## src/rtl/qslerp_isqrt.sv

```systemverilog
// Pipelined floor integer square root, one root bit per register stage.
// Carries an opaque side word alongside; uses no package items.
module qslerp_isqrt #(
    parameter int NB     = 33,
    parameter int SIDE_W = 8
) (
    input  logic                  clk,
    input  logic                  rst_n,
    input  logic                  adv,
    input  logic                  in_valid,
    input  logic [NB-1:0]         in_n,
    input  logic [SIDE_W-1:0]     in_side,
    output logic                  out_valid,
    output logic [(NB+1)/2-1:0]   out_root,
    output logic [SIDE_W-1:0]     out_side
);

    localparam int RB = (NB + 1) / 2;
    localparam int XW = NB + 2;

    logic [RB-1:0]     v_reg;
    logic [NB-1:0]     n_reg    [RB];
    logic [RB-1:0]     r_reg    [RB];
    logic [SIDE_W-1:0] side_reg [RB];
    logic [NB-1:0]     n_next   [RB];
    logic [RB-1:0]     r_next   [RB];

    for (genvar s = 0; s < RB; s++)
    begin : g_stage
        localparam int BIT = RB - 1 - s;
        logic [NB-1:0] nc;
        logic [RB-1:0] rc;
        logic [XW-1:0] cand;
        logic          take;

        if (s == 0)
        begin : g_first
            assign nc = in_n;
            assign rc = '0;
        end
        else
        begin : g_rest
            assign nc = n_reg[s-1];
            assign rc = r_reg[s-1];
        end

        // Trial subtrahend (4r + 1) * 4^bit for setting this root bit.
        assign cand      = ((XW'(rc) << 2) | XW'(1)) << (2 * BIT);
        assign take      = XW'(nc) >= cand;
        assign n_next[s] = take ? (nc - cand[NB-1:0]) : nc;
        assign r_next[s] = (rc << 1) | RB'(take);
    end

    always_ff @(posedge clk or negedge rst_n)
    begin
        if (!rst_n)
        begin
            v_reg <= '0;
        end
        else if (adv)
        begin
            v_reg <= {v_reg[RB-2:0], in_valid};
        end
    end

    always_ff @(posedge clk)
    begin
        if (adv)
        begin
            side_reg[0] <= in_side;
            for (int s = 0; s < RB; s++)
            begin
                n_reg[s] <= n_next[s];
                r_reg[s] <= r_next[s];
            end
            for (int s = 1; s < RB; s++)
            begin
                side_reg[s] <= side_reg[s-1];
            end
        end
    end

    assign out_valid = v_reg[RB-1];
    assign out_root  = r_reg[RB-1];
    assign out_side  = side_reg[RB-1];

endmodule

```

## config.mk

```make
export PLATFORM = sky130hd
export DESIGN_NAME = qslerp_isqrt
export DESIGN_NICKNAME = d
export VERILOG_FILES = /design/src/rtl/qslerp_isqrt.sv
export SDC_FILE = /design/constraint.sdc
export NUM_CORES = 1
export LEC_CHECK = 0
export BUFFER_PORTS_ARGS = -buffer_cell sky130_fd_sc_hd__clkbuf_2
export CORE_AREA = 5 5 310 312
export DETAILED_ROUTE_END_ITERATION = 12
export DIE_AREA = 0 0 315 317
export PLACE_DENSITY = 0.57
export SLEW_MARGIN = 20
export SYNTH_ARGS = -nofsm -noshare
export SYNTH_HDL_FRONTEND = slang
export SYNTH_SLANG_ARGS = --single-unit
export TNS_END_PERCENT = 20
```

## constraint.sdc

```tcl
create_clock -name clk -period 3.9 [get_ports clk]
set_clock_uncertainty 0.05 [all_clocks]
set_input_delay 0.78 -clock clk [delete_from_list [all_inputs] [get_ports clk]]
set_output_delay 0.78 -clock clk [all_outputs]
set_load 0.02 [all_outputs]
```

; After elaboration in Yosys (flattened, before gate mapping)
; Memory sizes are Yosys's and may differ from the RTL's.
; Index checks and enable logic that the tools add are counted.
[totals]
ff_bits = 17
ramBits = 986
in_bits = 45
word_cells = 73
memories = 3
[op_classes]
add_sub_neg = 17
n_lt_le_gt_ge = 17
muxes = 19
bitwise = 16
[memory_table]
columns = name, words, word_bits, read_ports, rd_ports_with_merged_regs, write_ports, line_no
row1 = n_reg, 17, 33, 16, 0, 17, 22  ; logic [NB-1:0] n_reg [RB];
row2 = r_reg, 17, 17, 17, 0, 17, 23  ; logic [RB-1:0] r_reg [RB];
row3 = side_reg, 17, 8, 17, 0, 17, 24  ; logic [SIDE_W-1:0] side_reg [RB];
[ops]
columns = cell, n
row1 = $mux 33, 17
row2 = $sub 33x33->33, 9
row3 = $ge 33x35->1, 8
row4 = $or 17x1->17, 16
row5 = $ge 33x19->1, 1
row6 = $ge 33x21->1, 1
row7 = $ge 33x23->1, 1
row8 = $ge 33x25->1, 1
row9 = $ge 33x27->1, 1
row10 = $ge 33x29->1, 1
row11 = $ge 33x31->1, 1
row12 = $ge 33x33->1, 1
row13 = $ge 33x33->1 const B, 1
row14 = $sub 33x19->33, 1
row15 = $sub 33x21->33, 1
row16 = $sub 33x23->33, 1
row17 = $sub 33x25->33, 1
row18 = $sub 33x27->33, 1
row19 = $sub 33x29->33, 1
row20 = $sub 33x31->33, 1
row21 = $sub 33x33->33 const B, 1
row22 = $mux 1, 2

; Depth between registers and ports, before layout
; Gate-level depths: netlist (run 1).
; An unclocked memory read counts as a cell.
[depth]
word_depth = 3
ltp_mapped = 12
mapped_depth_nobuf = 10

; Worst setup path after synthesis (run 1)
; OpenSTA, ideal clock, no wires.
[synth_path]
kind = reg2reg
from = memory n_reg[14][18], in the netlist n_reg[0][480]
to = memory n_reg[15][24], in the netlist n_reg[0][519], data pin
arrival_time_ps = 2412
path_slack_ps = 1184
stages_incl_launch_ff = 11
period_less_slack_ps = 2716
path_cell_list = edfxtp_1 ha_1 buf_2 nand4_1 or3_1 o211ai_1 a211oi_2 buf_2 a2111oi_2 o41ai_1 a21o_1
[synth_lines]
columns = item, line_no
row1 = start: declaration, 22

==> results.yml, run 1 <==
route:
  drtIter0Drc: 1251
  first_pass_iters: 6
  drc_errors: 0
  drtAntennaViolNets: 0
  vias_per_cell: 5.09
  vias: 21003
  wl_um: 71600
  wl_per_cell_um: 17.4
power:
  ir_drop_mv: 0.395
  cellPowerDensity_mw_per_mm2: 568
  power_w: 0.0238
  p_leak_nw: 15.6
sta:
  fmax_ghz: 0.280
  finalSetupViolCount: 0
  hold_viol: 0
  rsz0062_at_grt: "false"
  fin_ws_ps: 323
  tns_ps: 0
  period_share_pct: 91.7
  finalCriticalPeriod_ps: 3580
  slew_violations: 0
  relSlewSlack_pct: 35.0
  worst_pin_slew_ps: 966
placed_design:
  place_area_mm2: 0.0391
  gp_congestion: 0.898
  io_buffers: 70
  preCtsSetupSlack_ps: 109
  place.detailed.hpwl_um: 52500
finish:
  areaGrowthSynthToFinish_pct: 13.7
  drive_above_1_share_pct: 11.2
  layout.nets: 3008
  multi_input_area_mm2: 0.0110
  diodes: 0
  fill_cells: 8214
  largest_register_ffs: 528
  final_util_pct: 45.3
  seq_area_mm2: 0.0250
  design_area_mm2: 0.0420
global_route:
  use_met1_pct: 15.3
  grt_pass1_wl_um: 116000
  overflow: 0
  antenna_found_initial: 0
  grt_pass1_vias: 22071
  grt-busiest-layer: "met2"
  grt_use_met3_pct: 2.49
  met2_usage_pct: 27.8
  grt_max_degree: 106
  globalRouteTotalUtil_pct: 14.4
worst_setup_path:
  worst-path-stages: 8
  startpoint_type: "flip-flop"
  rr_startpoint: "n_reg[0][352]$_DFFE_PP_"
  worstSetupEndpointType: "flip-flop"
  worst-setup-path-type: "flip-flop to flip-flop"
  required_ps: 4210
  r2r_cells: 8
  critPathSlowestCell: "a2111oi_0"
  cpLargestDelayFamily: "simple AND/OR/NAND/NOR gates"
  crit_start: "n_reg[0][352]$_DFFE_PP_"
  cp_slowest_stage_delay_ps: 650
  path_cells: "ha_1 -> nand2_1 -> nor4_2 -> nand4b_1 -> o31ai_2 -> nor3_4 -> a2111oi_0 -> xor2_1"
  crit_fanout: 14
  worstPathArrival_ps: 3890
  path_buf_inv: 0
logic_synthesis:
  avgSynthCellArea_um2: 14.0
  synth_warnings: 0
  synth_top_area_share_pct: 66.5
  synth_fp_nets: 2839
  post-synth-top-area-cell: "edfxtp_1"
  synth-seq-cells: 834
  synth_area_mm2: 0.0369
  synthFlopType: "edfxtp_1"
  yosysUniqueCellTypes: 89
  ys_async_sr_fraction_pct: 2.04
  synthTopCellsByArea: "edfxtp_1 (66%), ha_1 (5.6%), xnor2_1 (2.3%)"
  synth_commonest_cells: "edfxtp_1 (817), inv_1 (209), ha_1 (166), nand2_1 (138), nor2_1 (132)"
  synth_edf_count: 817
  synth_cells: 2628
  synth.most_common_cell: "edfxtp_1"
  ys_seq_area_share_pct: 67.6
worst_hold_path:
  hold_start: "in_n[23]"
  hold_path_depth: 1
  worstHoldPathType: "input pin to flip-flop"
floorplanning:
  fp.dieW_um: 315
  ios: 71
  start_util_pct: 39.8
  die_h_um: 317
  rows: 112
  core_mm2: 0.0928
  die-area_mm2: 0.0999
clocking:
  cts_root_buf: "clkbuf_16"
  cts_max_level: 3
  cts_buffer_depth: 3
  cts_buffers: 90
  clkTransAtPathRegs_ps: 60
  cts_setup_buffers: 0
  clk_latency_ps: 650
  cts_tree: "yes"
  cts.sinks: 834
job:
  cap_viol_max_count: 0
run_status:
  status: "completed"
path summary, 6_finish.rpt:
check,to,slack [ps]
min reg2reg,side_reg[0][59]$_DFFE_PP_,360
max reg2reg,n_reg[0][394]$_DFFE_PP_,320
min in group asynchronous,v_reg[2]$_DFFE_PN0P_,550
max,n_reg[0][394]$_DFFE_PP_,320
max in group asynchronous,v_reg[13]$_DFFE_PN0P_,2940
min,n_reg[0][23]$_DFFE_PP_,240
cells in the final DEF (no fill, tap or decap), types with 73 or more instances in the layout:
cell type and count:
edfxtp_1 817, inv_1 209, ha_1 166, nand2_1 138, nor2_1 132, a21oi_1 122
o21ai_0 121, xnor2_1 99, xor2_1 98, clkbuf_16 90, nor4_1 73
layer usage:
layer  wire, um  share of wire (%)
met5          0                  0
met4       3360                4.7
met3       2120                3.0
met2      39000                 54
met1      27200                 38
final cells by class:
type	count	area share, %
Multi-Input combinational cell	1540	26.1
Tap cell	1254	3.74
Sequential cell	834	59.5
Clock inverter	55	1.23
Inverter	211	1.89
Clock buffer	110	5.59
Timing Repair Buffer	120	2.00
where the power goes:
group | internal, W | switching, W | leakage (nW)
sequential | 0.0112 | 0.000714 | 8.06
combinational | 0.00163 | 0.00212 | 6.15
clock | 0.00471 | 0.00342 | 1.40
total | 0.0176 | 0.00625 | 15.6
metrics by stage:
stage,hold WS (ps),std cells
5_1_grt,186,4124
6_report,240,4124
2_1_floorplan,350,2628
3_5_place_dp,355,3958
3_3_place_gp,351,3958
4_1_cts,173,4124
timing repair:
item                                    4_1_cts  5_1_grt
hold buffers                                  1        0
hold endpoints to repair                     17        0
endpoints found under the setup margin        0        1
gates resized for setup                       0        1
cell families (layout without fill, tap and decap cells):
group	after synthesis	after routing	synth area share, %
compound gates	478	478	8.43
xor+xnor	197	197	4.67
fa+ha+maj	166	166	5.63
buf+inv	254	496	2.75
flops	834	834	67.6
mux	45	45	1.35
other cells	1	1	0.0102
simple gates	653	653	9.55
worst reg2reg max path, cell delays in order (launching register included):
cell and delay [ps]:
edfxtp_1 400, ha_1 360, nand2_1 150, nor4_2 560, nand4b_1 430, o31ai_2 420
nor3_4 140, a2111oi_0 650, xor2_1 140
Power figures use the tool's default switching activity.
==> run 2: changes to the inputs <==
- CTS_CLUSTER_DIAMETER: default -> 150
- REMOVE_ABC_BUFFERS: default -> 1
==> run 2 against run 1 <==
Clock-buffer cell count grew 6; via count down 0.62%; sequential cell count stayed put; critical path depth is the same; combinational power is essentially flat; register-to-register slack improved by 180 ps; final area barely moved; critical endpoint is now n_reg[0][488]$_DFFE_PP_; highest routed layer unchanged.
==> results.yml, run 2 (same netlist as run 1, synthesis figures left out) <==
run_status:
  status: "completed"
global_route:
  grt_pass1_wl_um: 115000
  overflow: 0
  antenna_found_initial: 0
  grt_max_degree: 123
  globalRouteTotalUtil_pct: 14.3
  grt_pass1_vias: 21870
power:
  ir_drop_mv: 0.423
  comb_power_share_pct: 15.6
  switching_share_pct: 26.5
  seqPwrFrac_pct: 50.0
  cellPowerDensity_mw_per_mm2: 569
  p_switching_w: 0.00633
  clockPowerShare_pct: 34.4
  p_leak_nw: 15.6
  p_int_w: 0.0176
  power_w: 0.0239
sta:
  hold_viol: 0
  fin_ws_ps: 502
  finalSetupViolCount: 0
  rsz0062_at_grt: "false"
  relSlewSlack_pct: 33.4
  finalCriticalPeriod_ps: 3400
  fmax_ghz: 0.294
  tns_ps: 0
  period_share_pct: 87.1
  slew_violations: 0
  worst_pin_slew_ps: 989
  timing.hold.ws_ps: 235
clocking:
  clk_latency_ps: 670
  cts_root_buf: "clkbuf_16"
  clkTransAtPathRegs_ps: 60
  cts_setup_buffers: 0
  cts_tree: "yes"
  cts-resized-gates: 0
  cts_max_level: 3
  cts_buffers: 91
  cts.sinks: 834
  cts_buffer_depth: 3
floorplanning:
  start_util_pct: 39.8
  fp.dieW_um: 315
  rows: 112
  core_mm2: 0.0928
  die-area_mm2: 0.0999
  die_h_um: 317
  ios: 71
placed_design:
  preCtsSetupSlack_ps: 619
  gp_congestion: 0.894
  io_buffers: 70
  place.detailed.hpwl_um: 51900
  place_area_mm2: 0.0391
finish:
  layout.nets: 3007
  drive_above_1_share_pct: 11.0
  layout_common_cells: "edfxtp_1 (817), inv_1 (209), ha_1 (166), nand2_1 (138), nor2_1 (132)"
  largest_register_ffs: 528
  design_area_mm2: 0.0420
  layout_commonest_cell: "edfxtp_1"
  areaGrowthSynthToFinish_pct: 13.8
  diodes: 0
worst_setup_path:
  cpLargestDelayFamily: "simple AND/OR/NAND/NOR gates"
  crit_start: "n_reg[0][445]$_DFFE_PP_"
  cp_common_cell: "or4_1"
  crit_fanout: 29
  path_cells: "ha_1 -> nand4_1 -> or4_1 -> nor3_1 -> or4_1 -> a311o_2 -> nor4b_1 -> xor2_1"
  path_buf_inv: 0
  startpoint_type: "flip-flop"
  required_ps: 4200
  cp_slowest_stage_delay_ps: 500
  worstPathArrival_ps: 3700
  worstSetupEndpointType: "flip-flop"
  worst-setup-path-type: "flip-flop to flip-flop"
  rr_startpoint: "n_reg[0][445]$_DFFE_PP_"
  critPathSlowestCell: "or4_1"
route:
  drc_errors: 0
  drtAntennaViolNets: 0
  vias: 20873
  drtIter0Drc: 991
  first_pass_iters: 5
  vias_per_cell: 5.06
  wl_um: 71300
  wl_per_cell_um: 17.3
worst_hold_path:
  hold_start: "in_n[28]"
  worstHoldPathType: "input pin to flip-flop"
job:
  cap_viol_max_count: 0
run 2: cell types whose count changed in the layout (fill, tap and decap cells not counted), moves of 3 or more:
cell / previous run / this run
clkbuf_1: 18 / 21
clkbuf_16: 90 / 93
clkinv_1: 19 / 22
clkinv_2: 18 / 15
clkinv_4: 4 / 1
run 2: final timing paths:
check	to	slack [ps]	depth (start not counted)
max	n_reg[0][488]$_DFFE_PP_	500	8
min in group asynchronous	v_reg[13]$_DFFE_PN0P_	540	2
min reg2reg	side_reg[1][25]$_DFFE_PP_	360	0
max in group asynchronous	v_reg[8]$_DFFE_PN0P_	2970	2
min	n_reg[0][28]$_DFFE_PP_	240	1
max reg2reg	n_reg[0][488]$_DFFE_PP_	500	8
run 2: metrics by stage:
stage          std cells  utilization [%]
6_report            4125             45.3
5_1_grt             4125             45.3
4_1_cts             4125             45.3
3_5_place_dp        3956             42.1
3_3_place_gp        3956             42.1
2_1_floorplan       2585                -
run 2: area by class of cell:
cell class              count  area [um2]
clock buffers             116        2430
flip-flops and latches    834       25000
fillers                  8279       50800
clock inverters            52         469
multi-input cells        1540       11000
repair buffers            118         823
inverters                 211         792
well taps                1254        1570
run 2: layer usage:
layer	part of all wire, %	routed length [um]	global-route usage (%)
met2	55	39500	28.2
met3	3.6	2560	2.85
met5	0	0	0
met4	3.6	2550	5.50
met1	37	26700	14.8
run 2: timing repair:
action	CTS	global route
hold buffers	1	0
setup endpoints to repair	0	0
endpoints found under the hold margin	17	0
run 2: power groups by stage:
stage / Sequential, W / Clock, W / Combinational (W)
floorplan: 0.0119 / 0 / 0.00271
global placement: 0.0121 / 0 / 0.00364
detailed placement: 0.0122 / 0 / 0.00372
CTS: 0.0120 / 0.00853 / 0.00375
global route: 0.0121 / 0.00892 / 0.00418
finish: 0.0120 / 0.00822 / 0.00373
==> run 3: changes to the inputs <==
- ABC_AREA: default -> 1
- CORE_AREA: 5 5 310 312 -> 5 5 331 333
- DIE_AREA: 0 0 315 317 -> 0 0 336 338
- PLACE_DENSITY: 0.57 -> 0.56
==> run 3 against run 2 <==
Routed wire length rose by 31%; critical endpoint is now n_reg[0][448]$_DFFE_PP_; critical path depth rose by 3; combinational power increased by 48%; largest cell class unchanged; largest power group unchanged.
==> results.yml, run 3 <==
power:
  ir_drop_mv: 0.475
  p_leak_nw: 20.3
  cellPowerDensity_mw_per_mm2: 551
clocking:
  cts_root_buf: "clkbuf_16"
  cts.sinks: 834
  cts_buffers: 89
  clk_latency_ps: 680
  cts_max_level: 3
  cts_buffer_depth: 3
  cts_tree: "yes"
  clkTransAtPathRegs_ps: 60
  cts_setup_buffers: 0
finish:
  largest_register_ffs: 528
  fill_cells: 10143
  drive_above_1_share_pct: 9.16
  layout.nets: 4635
  layout_commonest_cell: "nand2_1"
  areaGrowthSynthToFinish_pct: 12.1
  layout_common_cells: "nand2_1 (1,277), edfxtp_1 (817), inv_1 (633), nor2_1 (360), nand3_1 (248)"
  diodes: 0
logic_synthesis:
  synth_cells: 4269
  synthTopCellsByArea: "edfxtp_1 (58%), nand2_1 (11%), inv_1 (5.7%)"
  synth.most_common_cell: "nand2_1"
  synth_edf_count: 817
  synth_warnings: 0
  ys_seq_area_share_pct: 59.4
  synth_top_area_share_pct: 58.4
  synthFlopType: "edfxtp_1"
  ys_async_sr_fraction_pct: 2.04
  synth_area_mm2: 0.0420
  yosysUniqueCellTypes: 58
  synth_commonest_cells: "nand2_1 (1,277), edfxtp_1 (817), inv_1 (633), nor2_1 (360), nand3_1 (248)"
  synth-seq-cells: 834
  post-synth-top-area-cell: "edfxtp_1"
  avgSynthCellArea_um2: 9.84
worst_setup_path:
  r2r_cells: 11
  r2r_slack_ps: 890
  startpoint_type: "flip-flop"
  worstPathArrival_ps: 3340
  r2r_end: "n_reg[0][448]$_DFFE_PP_"
  worst-setup-path-type: "flip-flop to flip-flop"
  crit_fanout: 23
  worstSetupEndpointType: "flip-flop"
  rr_startpoint: "r_reg[3][6]$_DFFE_PP_"
  required_ps: 4230
sta:
  finalSetupViolCount: 0
  rsz0062_at_grt: "false"
  timing.hold.ws_ps: 227
  fmax_ghz: 0.333
  hold_viol: 0
  period_share_pct: 77.1
  relSlewSlack_pct: 33.8
  finalCriticalPeriod_ps: 3010
  tns_ps: 0
  worst_pin_slew_ps: 984
  slew_violations: 0
floorplanning:
  fp.dieW_um: 336
  ios: 71
  die-area_mm2: 0.114
  start_util_pct: 39.5
  rows: 120
  die_h_um: 338
  core_mm2: 0.106
route:
  drc_errors: 0
  wl_um: 93700
  vias: 28407
  drt-met1-wl_um: 40900
  first_pass_iters: 6
  wl_per_cell_um: 15.9
  wl_met2_um: 45800
  dr_wl_met3_um: 3890
  drtIter0Drc: 2019
  drtAntennaViolNets: 0
  routed.top_layer: "met4"
  vias_per_cell: 4.81
job:
  cap_viol_max_count: 0
run_status:
  status: "completed"
global_route:
  antenna_found_initial: 0
  grt_pass1_wl_um: 148000
  grt_pass1_vias: 27588
  overflow: 0
  globalRouteTotalUtil_pct: 16.4
  grt_max_degree: 85
worst_hold_path:
  hold_path_depth: 1
  worstHoldPathType: "input pin to flip-flop"
  hold_start: "in_n[29]"
  hold_end: "n_reg[0][29]$_DFFE_PP_"
placed_design:
  io_buffers: 70
  gp_congestion: 0.920
  place.detailed.hpwl_um: 71900
[run 3: cell types whose count changed in the layout (fill, tap and decap cells not counted), moves of 58 or more]
| cell | before | now |
|---|---|---|
| xnor2_1 | 99 | 32 |
| nand3_1 | 32 | 248 |
| nand2_1 | 138 | 1277 |
| o21ai_0 | 121 | 63 |
| inv_1 | 209 | 633 |
| nor2_1 | 132 | 360 |
[run 3: stage by stage]
step / std cells / setup slack, ps / power [W] / util, % / instance area [um2]
6_report: 5900 / 893 / 0.0260 / 44.3 / 47100
5_1_grt: 5900 / 767 / 0.0275 / 44.3 / 47100
4_1_cts: 5900 / 920 / 0.0263 / 44.3 / 47100
3_5_place_dp: 5735 / 954 / 0.0177 / 41.5 / 44100
3_3_place_gp: 5735 / 980 / 0.0177 / 41.5 / 44100
2_1_floorplan: 4238 / 1670 / 0.0160 / - / 41700
[run 3: critical path: stages, from the launching register on]
cell	delay, ps
edfxtp_1	410
inv_1	60
ha_1	340
nand2_1	130
nor2_1	360
nand3_1	190
nor2_1	120
nor2_1	50
nand2_2	420
inv_2	390
nand2_1	140
nand2_1	60
[run 3: report_power, final]
part | internal, W | switching, W
combinational | 0.00192 | 0.00360
sequential | 0.0112 | 0.000798
clock | 0.00483 | 0.00357
total | 0.0180 | 0.00797
[run 3: metal layers]
| layer | vias up | global-route usage (%) |
|---|---|---|
| met1 | 13237 | 20.9 |
| met3 | 165 | 2.64 |
| li1 | 14450 | - |
| met4 | 0 | 5.29 |
| met2 | 555 | 28.8 |
| met5 | - | 0 |
[run 3: how the worst max path moves through the flow]
stage,startpoint,endpoint,slack (ps),cells past startpoint
after floorplan,n_reg[0][251]$_DFFE_PP_,n_reg[0][286]$_DFFE_PP_,1670,8
after global placement,r_reg[3][6]$_DFFE_PP_,n_reg[0][438]$_DFFE_PP_,980,11
after detailed placement,r_reg[3][6]$_DFFE_PP_,n_reg[0][448]$_DFFE_PP_,950,11
after CTS,r_reg[3][6]$_DFFE_PP_,n_reg[0][448]$_DFFE_PP_,920,11
after global routing,r_reg[3][6]$_DFFE_PP_,n_reg[0][445]$_DFFE_PP_,770,11
final,r_reg[3][6]$_DFFE_PP_,n_reg[0][448]$_DFFE_PP_,890,11
[run 3: area by class of cell]
cell class	count	area, um2	share of cell area [%]
Tap cell	1403	1760	3.73
Multi-Input combinational cell	2752	14300	30.3
Clock inverter	58	648	1.38
Sequential cell	834	25000	53.0
Inverter	652	2460	5.23
Clock buffer	106	2310	4.91
Timing Repair Buffer	95	676	1.43
[run 3: timing repair]
item / 4_1_cts / 5_1_grt
gates resized for setup: 0 / 0
endpoints found under the hold margin: 17 / 0
hold buffers: 1 / 0
[run 3: kinds of logic (layout without fill, tap and decap cells)]
logic type	after synthesis	count (layout)	synth area share, %
muxes	3	3	0.0804
adders and majority gates	166	166	4.95
other	1	1	0.00893
AOI/OAI and AO/OA	301	301	4.44
and+or+nand+nor	2161	2161	22.0
DFF	834	834	59.4
buffers and inverters	683	911	6.59
xor gates and xnor gates	120	120	2.50
